**config.mk**
```make
export PLATFORM = sky130hd
export DESIGN_NAME = bounded_list_queue_stack_top_flat
export DESIGN_NICKNAME = d
export VERILOG_FILES = /design/src/rtl/blqs_pkg.sv /design/src/rtl/blqs_if.sv /design/src/rtl/bounded_list_queue_stack_top.sv /design/src/rtl/blqs_datapath.sv /design/src/rtl/blqs_ctrl.sv /design/src/flat_wrapper.sv
export SDC_FILE = /design/constraint.sdc
export NUM_CORES = 1
export LEC_CHECK = 0
export BUFFER_PORTS_ARGS = -buffer_cell sky130_fd_sc_hd__buf_2
export CORE_MARGIN = 2
export CORE_UTILIZATION = 55
export CTS_CLUSTER_DIAMETER = 150
export DETAILED_ROUTE_END_ITERATION = 6
export PLACE_DENSITY_LB_ADDON = 0.05
export SLEW_MARGIN = 10
export SYNTH_ARGS = -nofsm -noshare
export SYNTH_HDL_FRONTEND = slang
export SYNTH_HIERARCHICAL = 1
export SYNTH_SLANG_ARGS = --single-unit
```
**constraint.sdc**
```tcl
create_clock -name clk_i -period 5.87 [get_ports clk_i]
set_clock_uncertainty 0.05 [all_clocks]
set_input_delay 0.587 -clock clk_i [delete_from_list [all_inputs] [get_ports clk_i]]
set_output_delay 0.587 -clock clk_i [all_outputs]
set_load 0.005 [all_outputs]
```
**src/rtl/blqs_pkg.sv**
```systemverilog
// blqs_pkg: shared constants, codes and controller/datapath types
`default_nettype none

package blqs_pkg;

  localparam int unsigned Depth   = 16;
  localparam int unsigned AddrW   = (Depth > 1) ? $clog2(Depth) : 1;
  localparam int unsigned CntW    = $clog2(Depth + 1);
  localparam int unsigned DataW   = 32;
  localparam int unsigned ModeW   = 2;
  localparam int unsigned CountW  = 5;

  localparam logic [ModeW-1:0] ModeList  = 2'd0;
  localparam logic [ModeW-1:0] ModeQueue = 2'd1;

  localparam logic ActInsert = 1'b0;

  typedef enum logic [1:0] {
    ST_DONE     = 2'd0,
    ST_FULL     = 2'd1,
    ST_EMPTY    = 2'd2,
    ST_NOTFOUND = 2'd3
  } status_e;

  typedef enum logic [1:0] {
    RD_I      = 2'd0,
    RD_I_NEXT = 2'd1,
    RD_J_PREV = 2'd2
  } rd_sel_e;

  typedef enum logic [1:0] {
    WR_TAIL_VAL = 2'd0,
    WR_I_DATA   = 2'd1,
    WR_J_DATA   = 2'd2,
    WR_J_KEY    = 2'd3
  } wr_sel_e;

  typedef enum logic [1:0] {
    I_ZERO = 2'd0,
    I_LAST = 2'd1,
    I_SORT = 2'd2
  } i_sel_e;

  typedef struct packed {
    logic    load_in;
    logic    push;
    logic    set_status;
    status_e status;
    logic    i_load;
    i_sel_e  i_sel;
    logic    i_inc;
    logic    j_load;
    logic    j_dec;
    logic    key_load;
    logic    removed_load;
    logic    rd_en;
    rd_sel_e rd_sel;
    logic    wr_en;
    wr_sel_e wr_sel;
    logic    count_dec;
    logic    set_sorted;
    logic    result_load;
  } dp_cmd_t;

  typedef struct packed {
    logic             act;
    logic [ModeW-1:0] mode;
    logic             empty;
    logic             full;
    logic             eq;
    logic             gt;
    logic             i_lt_cnt;
    logic             i_is_last;
    logic             i_next_lt_cnt;
    logic             j_zero;
  } dp_stat_t;

endpackage

`default_nettype wire

```
**src/rtl/blqs_if.sv**
```systemverilog
// blqs_if: valid/ready channel interfaces for commands, results and configuration
`default_nettype none

interface blqs_item_if;
  import blqs_pkg::*;
  logic                    valid;
  logic                    ready;
  logic                    action;
  logic signed [DataW-1:0] value;
  modport source (output valid, action, value, input ready);
  modport sink (input valid, action, value, output ready);
endinterface

interface blqs_result_if;
  import blqs_pkg::*;
  logic                    valid;
  logic                    ready;
  logic [1:0]              status;
  logic [CountW-1:0]       count;
  logic signed [DataW-1:0] removed_value;
  modport source (output valid, status, count, removed_value, input ready);
  modport sink (input valid, status, count, removed_value, output ready);
endinterface

interface blqs_cfg_if;
  import blqs_pkg::*;
  logic             valid;
  logic             ready;
  logic [ModeW-1:0] mode;
  modport source (output valid, mode, input ready);
  modport sink (input valid, mode, output ready);
endinterface

`default_nettype wire

```
**src/rtl/bounded_list_queue_stack_top.sv**
```systemverilog
// bounded_list_queue_stack_top: sorted list / queue / stack of signed words
`default_nettype none

// Holds up to Depth signed 32-bit words in a single-port-read memory and
// handles one command at a time. Each command yields one result with status,
// new count and the removed word. A refused command or a queue/stack insert
// goes straight to the result. A queue/stack remove takes the front or last
// entry and a found list remove probes entries up to its word; both then move
// any later entries down. A list remove that finds nothing probes every held
// entry. A list insert into an ordered store moves each entry greater than
// the new word up by one; a list insert after queue or stack writes reorders
// the whole store. Each step makes at most one memory access and one compare.
// The next command is taken while the previous result still waits in the
// output register.
module bounded_list_queue_stack_top import blqs_pkg::*; (
  input  logic          clk_i,
  input  logic          rst_ni,
  blqs_item_if.sink     in_if,
  blqs_result_if.source out_if,
  blqs_cfg_if.sink      cfg_if
);

  dp_cmd_t  cmd;
  dp_stat_t stat;
  status_e  res_status;

  assign cfg_if.ready = 1'b1;

  blqs_ctrl u_ctrl (
    .clk_i       (clk_i),
    .rst_ni      (rst_ni),
    .in_valid_i  (in_if.valid),
    .in_ready_o  (in_if.ready),
    .out_valid_o (out_if.valid),
    .out_ready_i (out_if.ready),
    .stat_i      (stat),
    .cmd_o       (cmd)
  );

  blqs_datapath u_datapath (
    .clk_i         (clk_i),
    .rst_ni        (rst_ni),
    .cfg_we_i      (cfg_if.valid),
    .cfg_mode_i    (cfg_if.mode),
    .in_action_i   (in_if.action),
    .in_value_i    (in_if.value),
    .cmd_i         (cmd),
    .stat_o        (stat),
    .res_status_o  (res_status),
    .res_count_o   (out_if.count),
    .res_removed_o (out_if.removed_value)
  );

  assign out_if.status = res_status;

endmodule

`default_nettype wire

```
**src/rtl/blqs_datapath.sv**
```systemverilog
// blqs_datapath: entry memory, count, indexes, key and result registers
`default_nettype none

module blqs_datapath import blqs_pkg::*; (
  input  logic                    clk_i,
  input  logic                    rst_ni,
  input  logic                    cfg_we_i,
  input  logic [ModeW-1:0]        cfg_mode_i,
  input  logic                    in_action_i,
  input  logic signed [DataW-1:0] in_value_i,
  input  dp_cmd_t                 cmd_i,
  output dp_stat_t                stat_o,
  output status_e                 res_status_o,
  output logic [CountW-1:0]       res_count_o,
  output logic signed [DataW-1:0] res_removed_o
);

  logic [DataW-1:0] mem_q [Depth];
  logic [DataW-1:0] rd_data_q;

  logic [ModeW-1:0] mode_q;
  logic [CntW-1:0]  count_q;
  logic             sorted_q;

  logic             act_q;
  logic [DataW-1:0] val_q;
  logic [DataW-1:0] key_q;
  logic [DataW-1:0] removed_q;
  status_e          status_q;
  logic [CntW-1:0]  i_q;
  logic [AddrW-1:0] j_q;

  status_e          res_status_q;
  logic [CountW-1:0] res_count_q;
  logic [DataW-1:0] res_removed_q;

  logic [CntW:0]    i_next;
  logic [CntW:0]    count_ext;
  logic [AddrW-1:0] rd_addr;
  logic [AddrW-1:0] wr_addr;
  logic [DataW-1:0] wr_data;
  logic [CntW-1:0]  i_init;

  assign i_next    = {1'b0, i_q} + (CntW + 1)'(1);
  assign count_ext = {1'b0, count_q};

  always_comb begin
    case (cmd_i.rd_sel)
      RD_I:      rd_addr = i_q[AddrW-1:0];
      RD_I_NEXT: rd_addr = i_next[AddrW-1:0];
      RD_J_PREV: rd_addr = j_q - AddrW'(1);
      default:   rd_addr = i_q[AddrW-1:0];
    endcase
  end

  always_comb begin
    case (cmd_i.wr_sel)
      WR_TAIL_VAL: begin
        wr_addr = count_q[AddrW-1:0];
        wr_data = val_q;
      end
      WR_I_DATA: begin
        wr_addr = i_q[AddrW-1:0];
        wr_data = rd_data_q;
      end
      WR_J_DATA: begin
        wr_addr = j_q;
        wr_data = rd_data_q;
      end
      WR_J_KEY: begin
        wr_addr = j_q;
        wr_data = key_q;
      end
      default: begin
        wr_addr = j_q;
        wr_data = key_q;
      end
    endcase
  end

  // sort start: a sorted store only needs the new tail placed
  always_comb begin
    case (cmd_i.i_sel)
      I_ZERO:  i_init = '0;
      I_LAST:  i_init = count_q - CntW'(1);
      I_SORT:  i_init = sorted_q ? count_q : CntW'(1);
      default: i_init = '0;
    endcase
  end

  always_ff @(posedge clk_i) begin
    if (cmd_i.wr_en) begin
      mem_q[wr_addr] <= wr_data;
    end
    if (cmd_i.rd_en) begin
      rd_data_q <= mem_q[rd_addr];
    end
  end

  always_ff @(posedge clk_i or negedge rst_ni) begin
    if (!rst_ni) begin
      mode_q   <= ModeList;
      count_q  <= '0;
      sorted_q <= 1'b1;
    end else begin
      if (cfg_we_i) begin
        mode_q <= cfg_mode_i;
      end
      if (cmd_i.push) begin
        count_q <= count_q + CntW'(1);
        if (mode_q != ModeList) begin
          sorted_q <= 1'b0;
        end
      end else if (cmd_i.count_dec) begin
        count_q <= count_q - CntW'(1);
      end
      if (cmd_i.set_sorted) begin
        sorted_q <= 1'b1;
      end
    end
  end

  always_ff @(posedge clk_i) begin
    if (cmd_i.load_in) begin
      act_q     <= in_action_i;
      val_q     <= in_value_i;
      status_q  <= ST_DONE;
      removed_q <= '0;
    end else begin
      if (cmd_i.set_status) begin
        status_q <= cmd_i.status;
      end
      if (cmd_i.removed_load) begin
        removed_q <= rd_data_q;
      end
    end
    if (cmd_i.i_load) begin
      i_q <= i_init;
    end else if (cmd_i.i_inc) begin
      i_q <= i_next[CntW-1:0];
    end
    if (cmd_i.j_load) begin
      j_q <= i_q[AddrW-1:0];
    end else if (cmd_i.j_dec) begin
      j_q <= j_q - AddrW'(1);
    end
    if (cmd_i.key_load) begin
      key_q <= rd_data_q;
    end
    if (cmd_i.result_load) begin
      res_status_q  <= status_q;
      res_count_q   <= CountW'(count_q);
      res_removed_q <= removed_q;
    end
  end

  always_comb begin
    stat_o.act           = act_q;
    stat_o.mode          = mode_q;
    stat_o.empty         = (count_q == '0);
    stat_o.full          = (count_q == CntW'(Depth));
    stat_o.eq            = (rd_data_q == val_q);
    stat_o.gt            = ($signed(rd_data_q) > $signed(key_q));
    stat_o.i_lt_cnt      = (i_q < count_q);
    stat_o.i_is_last     = (i_next == count_ext);
    stat_o.i_next_lt_cnt = (i_next < count_ext);
    stat_o.j_zero        = (j_q == '0);
  end

  assign res_status_o  = res_status_q;
  assign res_count_o   = res_count_q;
  assign res_removed_o = $signed(res_removed_q);

  a_push_not_full: assert property (@(posedge clk_i) disable iff (!rst_ni)
    cmd_i.push |-> (count_q != CntW'(Depth)))
    else $error("push into a full store");

  a_push_counts: assert property (@(posedge clk_i) disable iff (!rst_ni)
    cmd_i.push |=> (count_q == $past(count_q) + CntW'(1)))
    else $error("count did not follow push");

  a_dec_not_empty: assert property (@(posedge clk_i) disable iff (!rst_ni)
    cmd_i.count_dec |-> (count_q != '0))
    else $error("take from an empty store");

  a_read_in_range: assert property (@(posedge clk_i) disable iff (!rst_ni)
    cmd_i.rd_en |-> (CntW'(rd_addr) < count_q))
    else $error("read beyond held entries");

  a_sort_in_list: assert property (@(posedge clk_i) disable iff (!rst_ni)
    cmd_i.set_sorted |-> (mode_q == ModeList))
    else $error("sort finished outside list mode");

endmodule

`default_nettype wire

```
**src/rtl/blqs_ctrl.sv**
```systemverilog
// blqs_ctrl: operation sequencer and result valid flag
`default_nettype none

module blqs_ctrl import blqs_pkg::*; (
  input  logic     clk_i,
  input  logic     rst_ni,
  input  logic     in_valid_i,
  output logic     in_ready_o,
  output logic     out_valid_o,
  input  logic     out_ready_i,
  input  dp_stat_t stat_i,
  output dp_cmd_t  cmd_o
);

  typedef enum logic [11:0] {
    S_IDLE        = 12'b0000_0000_0001,
    S_DECIDE      = 12'b0000_0000_0010,
    S_SRCH_RD     = 12'b0000_0000_0100,
    S_SRCH_CMP    = 12'b0000_0000_1000,
    S_SHIFT_RD    = 12'b0000_0001_0000,
    S_SHIFT_WR    = 12'b0000_0010_0000,
    S_SORT_CHK    = 12'b0000_0100_0000,
    S_SORT_KEY_RD = 12'b0000_1000_0000,
    S_SORT_KEY    = 12'b0001_0000_0000,
    S_SORT_CMP_RD = 12'b0010_0000_0000,
    S_SORT_CMP    = 12'b0100_0000_0000,
    S_FINISH      = 12'b1000_0000_0000
  } state_e;

  state_e state_q, state_d;
  logic   out_valid_q, out_valid_d;

  always_comb begin
    state_d    = state_q;
    cmd_o      = '0;
    in_ready_o = 1'b0;
    case (state_q)
      S_IDLE: begin
        in_ready_o = 1'b1;
        if (in_valid_i) begin
          cmd_o.load_in = 1'b1;
          state_d = S_DECIDE;
        end
      end
      S_DECIDE: begin
        if (stat_i.act == ActInsert) begin
          if (stat_i.full) begin
            cmd_o.set_status = 1'b1;
            cmd_o.status = ST_FULL;
            state_d = S_FINISH;
          end else begin
            cmd_o.push = 1'b1;
            cmd_o.wr_en = 1'b1;
            cmd_o.wr_sel = WR_TAIL_VAL;
            if (stat_i.mode == ModeList) begin
              cmd_o.i_load = 1'b1;
              cmd_o.i_sel = I_SORT;
              state_d = S_SORT_CHK;
            end else begin
              state_d = S_FINISH;
            end
          end
        end else if (stat_i.empty) begin
          cmd_o.set_status = 1'b1;
          cmd_o.status = ST_EMPTY;
          state_d = S_FINISH;
        end else begin
          cmd_o.i_load = 1'b1;
          cmd_o.i_sel = (stat_i.mode inside {ModeList, ModeQueue}) ? I_ZERO : I_LAST;
          state_d = S_SRCH_RD;
        end
      end
      S_SRCH_RD: begin
        cmd_o.rd_en = 1'b1;
        cmd_o.rd_sel = RD_I;
        state_d = S_SRCH_CMP;
      end
      S_SRCH_CMP: begin
        if (stat_i.mode != ModeList || stat_i.eq) begin
          cmd_o.removed_load = 1'b1;
          state_d = S_SHIFT_RD;
        end else if (stat_i.i_is_last) begin
          cmd_o.set_status = 1'b1;
          cmd_o.status = ST_NOTFOUND;
          state_d = S_FINISH;
        end else begin
          cmd_o.i_inc = 1'b1;
          state_d = S_SRCH_RD;
        end
      end
      S_SHIFT_RD: begin
        if (stat_i.i_next_lt_cnt) begin
          cmd_o.rd_en = 1'b1;
          cmd_o.rd_sel = RD_I_NEXT;
          state_d = S_SHIFT_WR;
        end else begin
          cmd_o.count_dec = 1'b1;
          state_d = S_FINISH;
        end
      end
      S_SHIFT_WR: begin
        cmd_o.wr_en = 1'b1;
        cmd_o.wr_sel = WR_I_DATA;
        cmd_o.i_inc = 1'b1;
        state_d = S_SHIFT_RD;
      end
      S_SORT_CHK: begin
        if (stat_i.i_lt_cnt) begin
          state_d = S_SORT_KEY_RD;
        end else begin
          cmd_o.set_sorted = 1'b1;
          state_d = S_FINISH;
        end
      end
      S_SORT_KEY_RD: begin
        cmd_o.rd_en = 1'b1;
        cmd_o.rd_sel = RD_I;
        state_d = S_SORT_KEY;
      end
      S_SORT_KEY: begin
        cmd_o.key_load = 1'b1;
        cmd_o.j_load = 1'b1;
        state_d = S_SORT_CMP_RD;
      end
      S_SORT_CMP_RD: begin
        if (stat_i.j_zero) begin
          cmd_o.wr_en = 1'b1;
          cmd_o.wr_sel = WR_J_KEY;
          cmd_o.i_inc = 1'b1;
          state_d = S_SORT_CHK;
        end else begin
          cmd_o.rd_en = 1'b1;
          cmd_o.rd_sel = RD_J_PREV;
          state_d = S_SORT_CMP;
        end
      end
      S_SORT_CMP: begin
        cmd_o.wr_en = 1'b1;
        if (stat_i.gt) begin
          cmd_o.wr_sel = WR_J_DATA;
          cmd_o.j_dec = 1'b1;
          state_d = S_SORT_CMP_RD;
        end else begin
          cmd_o.wr_sel = WR_J_KEY;
          cmd_o.i_inc = 1'b1;
          state_d = S_SORT_CHK;
        end
      end
      S_FINISH: begin
        if (!out_valid_q || out_ready_i) begin
          cmd_o.result_load = 1'b1;
          state_d = S_IDLE;
        end
      end
      default: begin
        state_d = S_IDLE;
      end
    endcase
  end

  assign out_valid_d = (out_valid_q && !out_ready_i) || cmd_o.result_load;
  assign out_valid_o = out_valid_q;

  always_ff @(posedge clk_i or negedge rst_ni) begin
    if (!rst_ni) begin
      state_q     <= S_IDLE;
      out_valid_q <= 1'b0;
    end else begin
      state_q     <= state_d;
      out_valid_q <= out_valid_d;
    end
  end

  a_result_not_lost: assert property (@(posedge clk_i) disable iff (!rst_ni)
    (out_valid_q && !out_ready_i) |-> !cmd_o.result_load)
    else $error("result overwritten before transfer");

  a_one_mem_write_src: assert property (@(posedge clk_i) disable iff (!rst_ni)
    cmd_o.push |-> (cmd_o.wr_en && cmd_o.wr_sel == WR_TAIL_VAL && !cmd_o.count_dec))
    else $error("push without tail write");

  a_accept_then_decide: assert property (@(posedge clk_i) disable iff (!rst_ni)
    (in_valid_i && in_ready_o) |=> (state_q == S_DECIDE))
    else $error("accepted command not decoded");

endmodule

`default_nettype wire
```
**src/flat_wrapper.sv**
```systemverilog
// flat-port wrapper written by rule: the top's interface ports become plain ports
module bounded_list_queue_stack_top_flat import blqs_pkg::*;
  (clk_i, rst_ni, in_if_valid, in_if_action, in_if_value, in_if_ready, out_if_valid, out_if_status, out_if_count, out_if_removed_value, out_if_ready, cfg_if_valid, cfg_if_mode, cfg_if_ready);
  blqs_item_if in_if_i ();
  blqs_result_if out_if_i ();
  blqs_cfg_if cfg_if_i ();
  input  logic clk_i;
  input  logic rst_ni;
  input wire logic [$bits(in_if_i.valid)-1:0] in_if_valid;
  input wire logic [$bits(in_if_i.action)-1:0] in_if_action;
  input wire logic [$bits(in_if_i.value)-1:0] in_if_value;
  output wire logic [$bits(in_if_i.ready)-1:0] in_if_ready;
  output wire logic [$bits(out_if_i.valid)-1:0] out_if_valid;
  output wire logic [$bits(out_if_i.status)-1:0] out_if_status;
  output wire logic [$bits(out_if_i.count)-1:0] out_if_count;
  output wire logic [$bits(out_if_i.removed_value)-1:0] out_if_removed_value;
  input wire logic [$bits(out_if_i.ready)-1:0] out_if_ready;
  input wire logic [$bits(cfg_if_i.valid)-1:0] cfg_if_valid;
  input wire logic [$bits(cfg_if_i.mode)-1:0] cfg_if_mode;
  output wire logic [$bits(cfg_if_i.ready)-1:0] cfg_if_ready;
  assign in_if_i.valid = in_if_valid;
  assign in_if_i.action = in_if_action;
  assign in_if_i.value = in_if_value;
  assign in_if_ready = in_if_i.ready;
  assign out_if_valid = out_if_i.valid;
  assign out_if_status = out_if_i.status;
  assign out_if_count = out_if_i.count;
  assign out_if_removed_value = out_if_i.removed_value;
  assign out_if_i.ready = out_if_ready;
  assign cfg_if_i.valid = cfg_if_valid;
  assign cfg_if_i.mode = cfg_if_mode;
  assign cfg_if_ready = cfg_if_i.ready;
  bounded_list_queue_stack_top u_core (.clk_i(clk_i), .rst_ni(rst_ni), .in_if(in_if_i), .out_if(out_if_i), .cfg_if(cfg_if_i));
endmodule
```
# After elaboration in Yosys (flattened, before gate mapping)
# Memory sizes are Yosys's and may differ from the RTL's. A register that Yosys moved wholly into a read port is not among the register bits.
# Cells that the tools add are included.
[word_totals]
inputBits = 40
n_memories = 1
mem_bits_rw = 512
elab_cells = 140
register_bits = 168
[op_classes]
muxes = 70
reduce_logical = 22
add_sub_neg = 4
n_lt_le_gt_ge = 3
eq_ne = 25
[memory_table]
columns = ["memory", "depth", "width", "read_ports", "rd_clocked_by_memory_dff", "write_ports", "line", "text"]
rows = [
  ["u_core.u_datapath.mem_q", 16, 32, 1, 1, 1, "blqs_datapath.sv:18", "logic [DataW-1:0] mem_q [Depth];"],
]
[op_table]
columns = ["op", "count"]
rows = [
  ["one-hot mux 12 bit (12 select lines)", 1],
  ["2-to-1 mux 12 bit", 10],
  ["one-hot mux 32 bit (3 select lines)", 1],
  ["2-to-1 mux 3 bit", 13],
  ["equality test 32 bit", 1],
  ["> comparator 32 bit", 1],
  ["2-to-1 mux 1 bit", 28],
  ["2-to-1 mux 5 bit", 5],
  ["nonzero test 2 bit", 7],
  ["equality test 12 x 1 -> 1 bit, second input constant", 1],
  ["equality test 12 x 10 -> 1 bit, second input constant", 1],
  ["equality test 12 x 11 -> 1 bit, second input constant", 1],
  ["equality test 12 bit, second input constant", 1],
  ["equality test 12 x 2 -> 1 bit, second input constant", 1],
  ["equality test 12 x 3 -> 1 bit, second input constant", 1],
  ["equality test 12 x 4 -> 1 bit, second input constant", 1],
  ["equality test 12 x 5 -> 1 bit, second input constant", 1],
  ["equality test 12 x 6 -> 1 bit, second input constant", 1],
  ["equality test 12 x 7 -> 1 bit, second input constant", 1],
  ["equality test 12 x 8 -> 1 bit, second input constant", 1],
  ["equality test 12 x 9 -> 1 bit, second input constant", 1],
  ["one-hot mux 3 bit (4 select lines)", 1],
  ["one-hot mux 4 bit (3 select lines)", 1],
  ["2-to-1 mux 11 bit", 1],
  ["27 further kinds", 42],
]

# Logic depth before layout (Yosys ltp)
# Gate-level depths: netlist of run 1.
[depth]
ltp_word = 9
ltp_mapped = 19
mapped_depth_nobuf = 19

# Cells and area by module
# The synthesis of run 1 kept the hierarchy.
[modules_own_cells]
columns = ["mod", "cells_each", "area_each_um2", "seq_area_each_um2", "n_inst"]
rows = [
  ["blqs_datapath", 1485, 28407.2, 20611.0, 1],
  ["blqs_ctrl", 124, 1071.0, 326.6, 1],
  ["bounded_list_queue_stack_top", 2, 11.3, 0.0, 1],
]

# Least setup slack after synthesis of run 1
# No wires, ideal clock.
[synth_path]
kind = "reg2reg"
startpoint = "reg u_core.u_ctrl.state_q[3]"
endpoint = "reg u_core.u_datapath.j_q[2] (data pin)"
slack_ns = 0.451
required_time_ns = 5.560
arrival_time_ns = 5.110
stages_incl_launch_ff = 7
cell_sequence = "dfrtp_1 > nor4_4 > nand3_1 > buf_2 > nor4_1 > buf_4 > mux2_2"
[synth_rtl]
columns = ["element", "line", "text"]
rows = [
  ["from (decl)", "blqs_ctrl.sv:30", "state_e state_q, state_d;"],
  ["from (signal assigned)", "blqs_ctrl.sv:169", "state_q <= state_d;"],
  ["to (signal assigned)", "blqs_datapath.sv:143", "j_q <= i_q[AddrW-1:0];"],
  ["to (signal assigned)", "blqs_datapath.sv:145", "j_q <= j_q - AddrW'(1);"],
  ["to (decl)", "blqs_datapath.sv:31", "logic [AddrW-1:0] j_q;"],
]

==> impl_metrics.tcl, run 1 <==
set metrics [dict create \
    boundaryPins 82 \
    grt_start_max_net_pins 72 \
    syn-num-nets 1706 \
    netlist-cell-type-count 75 \
    hold_path_class "input pin to register" \
    groute.usage.overall 0.240 \
    slew_headroom 0.339 \
    postRouteAntennaNets 0 \
    worstSetupEndpointType "register" \
    netlist.top_cell.by_area "sky130_fd_sc_hd__edfxtp_1" \
    area_growth_syn_to_layout_pct 13.2 \
    cp_cell_sequence "ha_1, a21oi_1, o21ai_0, a221oi_1, a31oi_1, nor3_1, mux2i_1, o21ai_0, nand2_1, mux2_2, nor3_1, inv_1, ha_1, o21a_1, a211oi_1, a21o_1, nand3_1, nor2_4, buf_4" \
    floorplan.rows 84 \
    core_area_mm2 0.0528 \
    stdcell_count 2516 \
    tightestPinTransition_ns 0.977 \
    cellPowerDensity_mw_per_mm2 358 \
    dp_hpwl_mm 41.2 \
    share_of_layout_cells_above_drive_strength_1 0.214 \
    report.final.slew_viol_count 0 \
    synth-edff-count 657 \
    critPathArrivalTime_ns 5.71 \
    drt-pass1-iter-count 7 \
    clock_tree.root_cell "sky130_fd_sc_hd__clkbuf_16" \
    register_clock_pin_slew_on_the_reported_worst_setup_and_hold_paths_ns 0.06 \
    netlist_area_mm2 0.0295 \
    cts-buffers-inserted 75 \
    insertedDiodeCount 0 \
    status "complete, no violations" \
    syn_inst 1611 \
    yosysMostFrequentCell "sky130_fd_sc_hd__edfxtp_1" \
    average_wire_per_cell_in_the_routed_design_um 26.1 \
    worst-endpoint-required_ns 6.06 \
    fraction_of_registers_with_async_set_reset 0.0295 \
    number_of_global_route_vias_before_repair 15000 \
    finalNetCount 1867 \
    setup_viol 0 \
    post_synthesis_sequential_area_ratio 0.710 \
    worst_ir_drop_on_vdd_mv 0.283 \
    floorplan.die_area_mm2 0.0555 \
    yosysWarningCount 6 \
    synthTopCellsByCount "sky130_fd_sc_hd__edfxtp_1, sky130_fd_sc_hd__mux2i_1, sky130_fd_sc_hd__mux4_2" \
    cts-root-to-sink-buffers 3 \
    finalCriticalPeriod_ns 5.52 \
    worst_setup_path_category "register to register" \
    post_drt_via_cell_ratio 6.06 \
    drt_drc_violations_left 0 \
    totalNegativeSetupSlack_ns 0 \
    cts_tree "done" \
    synth_top_flop_cell "sky130_fd_sc_hd__edfxtp_1" \
    startpoint_type "register" \
    worst_skew_pair.late_latency_ns 0.61 \
    power.static_leakage_nw 11.5 \
    path_max_fanout 32 \
    fillerInstances 3744 \
    crit_path_max_delay_family "compound AO/OA/AOI/OAI gates" \
    gpl.final_weighted_congestion 0.856 \
    fmax_ghz 0.181 \
    grt.overflow.total 0 \
    post-layout-total-power_mw 11.9 \
    die_width_um 236 \
    timing.final.hold_violations 0 \
    finalHoldWorstSlack_ns 0.100 \
    port_buffers 80 \
    dr_total_vias 15300 \
    timing.max_cap.violations 0 \
    h-tree-depth 3 \
    cts_num_sinks 712 \
    worst-path-buf-inv 2 \
    synth.area.top_cells "sky130_fd_sc_hd__edfxtp_1, sky130_fd_sc_hd__mux4_2, sky130_fd_sc_hd__mux2i_1, sky130_fd_sc_hd__mux4_1, sky130_fd_sc_hd__ha_1" \
    crit_path_top_delay_cell "sky130_fd_sc_hd__edfxtp_1" \
    initial_utilization 0.559 \
    first_pass_grt_wire_length_mm 98.2 \
    chipHeight_um 236 \
    antenna_found_initial 1 \
    dp.cells 2381 \
    grt_setup_unrepaired "false" \
    routed_wirelength_mm 65.7 \
    timing.final.crit_share 0.941 \
    dr.first_iter.drc_count 1463 \
    finalCoreUtilization 0.632 \
    syn_area_per_cell_um2 18.3 \
    portion_of_synthesized_cell_area_occupied_by_the_leading_cell_type 0.669 \
    postSynthRegisterBits 712 \
    cpPeakStageDelay_ns 0.46 \
]
## worst paths after layout
path,slack (ns),start,depth (start not counted),to
min reg2reg,0.39,u_core/u_datapath/removed_q[29]$_SDFFE_PP0P_,0,u_core/u_datapath/res_removed_o[29]$_DFFE_PP_
max reg2reg,0.35,u_core/u_datapath/rd_data_q[7]$_DFFE_PP_,19,u_core/u_datapath/mem_q[5][4]$_DFFE_PP_
min,0.10,in_if_value[12],1,u_core/u_datapath/val_q[12]$_DFFE_PP_
min in group asynchronous,0.43,rst_ni,2,u_core/u_ctrl/state_q[5]$_DFFE_PN0P_
max in group asynchronous,4.97,rst_ni,2,u_core/u_ctrl/state_q[0]$_DFFE_PN1P_
max,0.35,u_core/u_datapath/rd_data_q[7]$_DFFE_PP_,19,u_core/u_datapath/mem_q[5][4]$_DFFE_PP_
## flip-flops by register name, summed over array words and instances, names as in the netlist, 4 cells and up
| signal | count |
|---|---|
| u_core/u_datapath/mem_q | 512 |
| u_core/u_datapath/key_q | 32 |
| u_core/u_datapath/rd_data_q | 32 |
| u_core/u_datapath/removed_q | 32 |
| u_core/u_datapath/res_removed_o | 32 |
| u_core/u_datapath/val_q | 32 |
| u_core/u_ctrl/state_q | 12 |
| u_core/u_datapath/count_q | 5 |
| u_core/u_datapath/i_q | 5 |
| u_core/u_datapath/res_count_o | 5 |
| u_core/u_datapath/j_q | 4 |
## metrics by stage
step	area [µm²]	setup slack, ns
global placement	31100	0.365
global route	33400	0.000725
floorplan	29500	0.451
finish	33400	0.348
detailed placement	31100	0.285
CTS	33400	0.280
## layout by cell type (no fill, tap or decap), types with 4 or more instances in the layout
master,instances
sky130_fd_sc_hd__edfxtp_1,657
sky130_fd_sc_hd__mux2i_1,132
sky130_fd_sc_hd__mux4_2,81
sky130_fd_sc_hd__buf_2,80
sky130_fd_sc_hd__clkbuf_16,76
sky130_fd_sc_hd__buf_4,70
sky130_fd_sc_hd__nand2_1,65
sky130_fd_sc_hd__nor2_1,56
sky130_fd_sc_hd__o21ai_0,55
sky130_fd_sc_hd__ha_1,54
sky130_fd_sc_hd__inv_1,53
sky130_fd_sc_hd__mux4_1,47
sky130_fd_sc_hd__xor2_1,37
sky130_fd_sc_hd__a22oi_1,36
sky130_fd_sc_hd__dfxtp_1,34
sky130_fd_sc_hd__a21oi_1,22
sky130_fd_sc_hd__dfrtp_1,19
sky130_fd_sc_hd__clkbuf_1,17
sky130_fd_sc_hd__nor2_4,16
sky130_fd_sc_hd__clkinv_1,15
sky130_fd_sc_hd__nand3_1,14
sky130_fd_sc_hd__nand4_1,13
sky130_fd_sc_hd__nor3_1,13
sky130_fd_sc_hd__nor4_1,13
sky130_fd_sc_hd__clkinv_2,12
sky130_fd_sc_hd__nand2b_1,10
sky130_fd_sc_hd__buf_12,9
sky130_fd_sc_hd__xnor2_1,8
sky130_fd_sc_hd__nor2b_1,7
sky130_fd_sc_hd__mux2_2,7
sky130_fd_sc_hd__o21a_1,6
sky130_fd_sc_hd__o22ai_1,5
sky130_fd_sc_hd__inv_6,4
sky130_fd_sc_hd__nor3b_1,4
sky130_fd_sc_hd__a21o_1,4
## where the power goes
group	leakage (nW)	switching (mW)	internal, mW
clock network	1.11	1.91	2.51
logic	3.95	0.948	0.496
registers	6.48	0.151	5.92
## layer usage
metal,part of all wire,global-route usage
met5,0,0
met4,0.028,0.0695
met3,0.059,0.0416
met2,0.45,0.357
met1,0.47,0.369
## area by class of cell
class | instances | area, µm² | area share
clock inverters | 37 | 268 | 0.00802
well taps | 688 | 861 | 0.0258
inverters | 56 | 210 | 0.00630
multi-input cells | 766 | 7960 | 0.239
clock buffers | 96 | 2010 | 0.0601
repair buffers | 161 | 1130 | 0.0338
flip-flops and latches | 712 | 20900 | 0.627
## worst register-to-register path, stage by stage, from the launching register on
cell	delay, ns
sky130_fd_sc_hd__edfxtp_1	0.46
sky130_fd_sc_hd__ha_1	0.36
sky130_fd_sc_hd__a21oi_1	0.14
sky130_fd_sc_hd__o21ai_0	0.17
sky130_fd_sc_hd__a221oi_1	0.46
sky130_fd_sc_hd__a31oi_1	0.17
sky130_fd_sc_hd__nor3_1	0.25
sky130_fd_sc_hd__mux2i_1	0.17
sky130_fd_sc_hd__o21ai_0	0.21
sky130_fd_sc_hd__nand2_1	0.10
sky130_fd_sc_hd__mux2_2	0.28
sky130_fd_sc_hd__nor3_1	0.37
sky130_fd_sc_hd__inv_1	0.13
sky130_fd_sc_hd__ha_1	0.22
sky130_fd_sc_hd__o21a_1	0.18
sky130_fd_sc_hd__a211oi_1	0.29
sky130_fd_sc_hd__a21o_1	0.15
sky130_fd_sc_hd__nand3_1	0.32
sky130_fd_sc_hd__nor2_4	0.19
sky130_fd_sc_hd__buf_4	0.45
## logic make-up after synthesis
kind of cell / synth area share
compound gates: 0.0337
xor+xnor: 0.0134
fa+ha+maj: 0.0233
buf+inv: 0.0258
flops: 0.710
mux: 0.151
other cells: 0.000127
simple gates: 0.0425
## repair_timing
| action | 4_1_cts | 5_1_grt |
|---|---|---|
| setup buffers | 0 | 1 |
| gates resized for setup | 0 | 1 |
| setup endpoints to repair | 0 | 42 |
| endpoints found under the hold margin | 19 | 0 |
| hold buffers | 1 | 0 |
Note: power is estimated with default switching activity, not from simulation.
==> inputs of run 2 (changes only) <==
--- a/config.mk
+++ b/config.mk
@@ -14,5 +14,4 @@
 export SLEW_MARGIN = 10
 export SYNTH_ARGS = -nofsm -noshare
 export SYNTH_HDL_FRONTEND = slang
-export SYNTH_HIERARCHICAL = 1
 export SYNTH_SLANG_ARGS = --single-unit
==> impl_metrics.tcl, run 2 <==
set metrics [dict create \
    status "complete, no violations" \
    startpoint_type "register" \
    postSynthRegisterBits 712 \
    core_area_mm2 0.0527 \
    chipHeight_um 235 \
    sequential_cell_area_mm2 0.0209 \
    netlist_area_mm2 0.0294 \
    regMostFlops "u_core.u_datapath.mem_q" \
    power.net_switching_mw 2.95 \
    totalNegativeSetupSlack_ns 0 \
    port_buffers 80 \
    power.static_leakage_nw 11.7 \
    cellPowerDensity_mw_per_mm2 360 \
    critPathArrivalTime_ns 5.33 \
    drt-pass1-iter-count 5 \
    clock_tree.root_cell "sky130_fd_sc_hd__clkbuf_16" \
    fillerInstances 3693 \
    r2r_start "u_core.u_datapath.rd_data_q[31]$_DFFE_PP_" \
    startpoint "u_core.u_datapath.rd_data_q[31]$_DFFE_PP_" \
    commonest_cells_after_routing_fill_and_taps_aside "sky130_fd_sc_hd__edfxtp_1, sky130_fd_sc_hd__nand2_1, sky130_fd_sc_hd__buf_2" \
    postRouteAntennaNets 0 \
    grt.overflow.total 0 \
    grt_setup_unrepaired "false" \
    die_width_um 235 \
    floorplan.rows 84 \
    multi_input_logic_area_mm2 0.00788 \
    gpl.final_weighted_congestion 0.869 \
    cts.repair_timing.setup_buffer_count 0 \
    worst-endpoint-required_ns 6.06 \
    drt_drc_violations_left 0 \
    timing.max_cap.violations 0 \
    path_max_fanout 35 \
    share_of_layout_cells_above_drive_strength_1 0.211 \
    dr.first_iter.drc_count 1541 \
    setup_viol 0 \
    register_clock_pin_slew_on_the_reported_worst_setup_and_hold_paths_ns 0.06 \
    portion_of_synthesized_cell_area_occupied_by_the_leading_cell_type 0.672 \
    timing.final.crit_share 0.875 \
    worst_ir_drop_on_vdd_mv 0.317 \
    synth_top_flop_cell "sky130_fd_sc_hd__edfxtp_1" \
    worstSetupEndpointType "register" \
    h-tree-depth 3 \
    yosysMostFrequentCell "sky130_fd_sc_hd__edfxtp_1" \
    first_pass_grt_wire_length_mm 103 \
    antenna_found_initial 0 \
    syn-num-nets 1755 \
    finalCoreUtilization 0.635 \
    cp_cell_sequence "ha_1, nand4_1, nor4_1, nor2_1, o221a_2, o21ai_0, nor2b_1, ha_2, and2_1, o32ai_1, or2_1, nor2_4, buf_4" \
    tightestPinTransition_ns 1.16 \
    netlist.top_cell.by_area "sky130_fd_sc_hd__edfxtp_1" \
    netlist-cell-type-count 71 \
    stdcell_count 2571 \
    finalCriticalPeriod_ns 5.14 \
    insertedDiodeCount 0 \
    slew_headroom 0.227 \
    worst_skew_pair.late_latency_ns 0.62 \
    fmax_ghz 0.195 \
    cts_num_sinks 712 \
    floorplan.die_area_mm2 0.0553 \
    dr_total_vias 15700 \
    post_synthesis_sequential_area_ratio 0.713 \
    timing.final.hold_violations 0 \
    report.final.slew_viol_count 0 \
    crit_path_top_delay_cell "sky130_fd_sc_hd__ha_2" \
    reg_power_frac 0.505 \
    cpPeakStageDelay_ns 0.61 \
    hold_path_startpoint "in_if_value[20]" \
    area_growth_syn_to_layout_pct 13.9 \
    syn_area_per_cell_um2 17.7 \
    syn_inst 1661 \
    boundaryPins 82 \
    synthTopCellsByCount "sky130_fd_sc_hd__edfxtp_1, sky130_fd_sc_hd__nand2_1, sky130_fd_sc_hd__mux4_2" \
    finalHoldWorstSlack_ns 0.0917 \
    cts-root-to-sink-buffers 3 \
    synth.area.top_cells "sky130_fd_sc_hd__edfxtp_1, sky130_fd_sc_hd__mux4_2, sky130_fd_sc_hd__mux4_1, sky130_fd_sc_hd__dfxtp_1, sky130_fd_sc_hd__ha_1" \
    largest_register_ffs 512 \
    switching_share 0.245 \
    dp_hpwl_mm 41.8 \
    grt_start_max_net_pins 70 \
    clkPwrFrac 0.385 \
    cts-buffers-inserted 75 \
    finalNetCount 1916 \
    yosysWarningCount 0 \
    worst_setup_path_category "register to register" \
    routed_wirelength_mm 69.4 \
    mostFrequentLayoutCell "sky130_fd_sc_hd__edfxtp_1" \
    groute.usage.overall 0.253 \
    internal_power_mw 9.09 \
    number_of_global_route_vias_before_repair 15600 \
    cts_tree "done" \
    initial_utilization 0.558 \
    synth-edff-count 657 \
    post_drt_via_cell_ratio 6.11 \
    fraction_of_registers_with_async_set_reset 0.0295 \
    dp.cells 2432 \
    share_comb_of_total_power 0.110 \
    average_wire_per_cell_in_the_routed_design_um 27.0 \
    hold_path_class "input pin to register" \
]
==> run 2: cell count changes after synthesis, sizes merged, moves of 17 or more <==
| cell | previous run | this run |
|---|---|---|
| clkbuf | 39 | 22 |
| nand2 | 65 | 135 |
| mux2i | 132 | 33 |
| a211oi | 1 | 33 |
| and2 | 4 | 37 |
| a31oi | 2 | 34 |
==> run 2: area by class of cell <==
cell class / count / area share
clock inverters: 26 / 0.00883
well taps: 688 / 0.0257
flip-flops and latches: 712 / 0.626
multi-input cells: 821 / 0.235
clock buffers: 112 / 0.0628
inverters: 53 / 0.00595
repair buffers: 159 / 0.0354
==> run 2: layer usage <==
| metal | GRT usage | share of wire | vias to the layer above |
|---|---|---|---|
| met3 | 0.0495 | 0.073 | 100 |
| met1 | 0.376 | 0.44 | 8108 |
| met2 | 0.388 | 0.46 | 558 |
| li1 | - | - | 6930 |
| met4 | 0.0717 | 0.023 | 0 |
| met5 | 0 | 0 | - |
==> run 2: worst paths after layout <==
| kind | end | slack (ns) | cells after the start |
|---|---|---|---|
| min reg2reg | u_core.u_datapath.res_removed_o[1]$_DFFE_PP_ | 0.38 | 0 |
| min in group asynchronous | u_core.u_datapath.mode_q[1]$_DFFE_PN0P_ | 0.41 | 2 |
| max reg2reg | u_core.u_datapath.mem_q[2][13]$_DFFE_PP_ | 0.73 | 13 |
| min | u_core.u_datapath.val_q[20]$_DFFE_PP_ | 0.09 | 1 |
| max in group asynchronous | u_core.u_datapath.sorted_q$_DFFE_PN1P_ | 5.01 | 2 |
| max | u_core.u_datapath.mem_q[2][13]$_DFFE_PP_ | 0.73 | 13 |
==> run 2: worst max-delay path: cells and delay by family, from the launching register on <==
kind	cells	cell delay [ns]
and+or+nand+nor	7	1.85
adders and majority gates	2	0.99
AOI/OAI and AO/OA	3	0.81
DFF	1	0.52
buffers and inverters	1	0.51
==> run 2: logic make-up after synthesis <==
logic type                 share of synthesized area
other                                       0.000128
xor gates and xnor gates                      0.0131
DFF                                            0.713
muxes                                          0.117
buffers and inverters                         0.0247
adders and majority gates                     0.0230
AOI/OAI and AO/OA                             0.0524
and+or+nand+nor                               0.0565
==> run 2: power groups by stage <==
stage / Clock (mW) / Combinational (mW) / Sequential, mW
2_1_floorplan: 0 / 0.829 / 6.11
3_3_place_gp: 0 / 1.30 / 6.18
3_5_place_dp: 0 / 1.32 / 6.18
4_1_cts: 4.72 / 1.33 / 6.07
5_1_grt: 4.91 / 1.44 / 6.09
6_report: 4.64 / 1.32 / 6.08
==> run 2: per-stage QoR <==
| step | power [mW] | setup WS [ns] | area, µm² |
|---|---|---|---|
| global placement | 7.47 | 1.02 | 31000 |
| detailed placement | 7.50 | 0.847 | 31000 |
| finish | 12.0 | 0.732 | 33500 |
| floorplan | 6.94 | 0.737 | 29400 |
| global route | 12.4 | 0.433 | 33500 |
| CTS | 12.1 | 0.817 | 33500 |
==> run 2: repair_timing <==
item / 4_1_cts / 5_1_grt
hold buffers: 1 / 0
resized for setup: 0 / 0
setup endpoints to repair: 0 / 0
endpoints found under the hold margin: 19 / 0
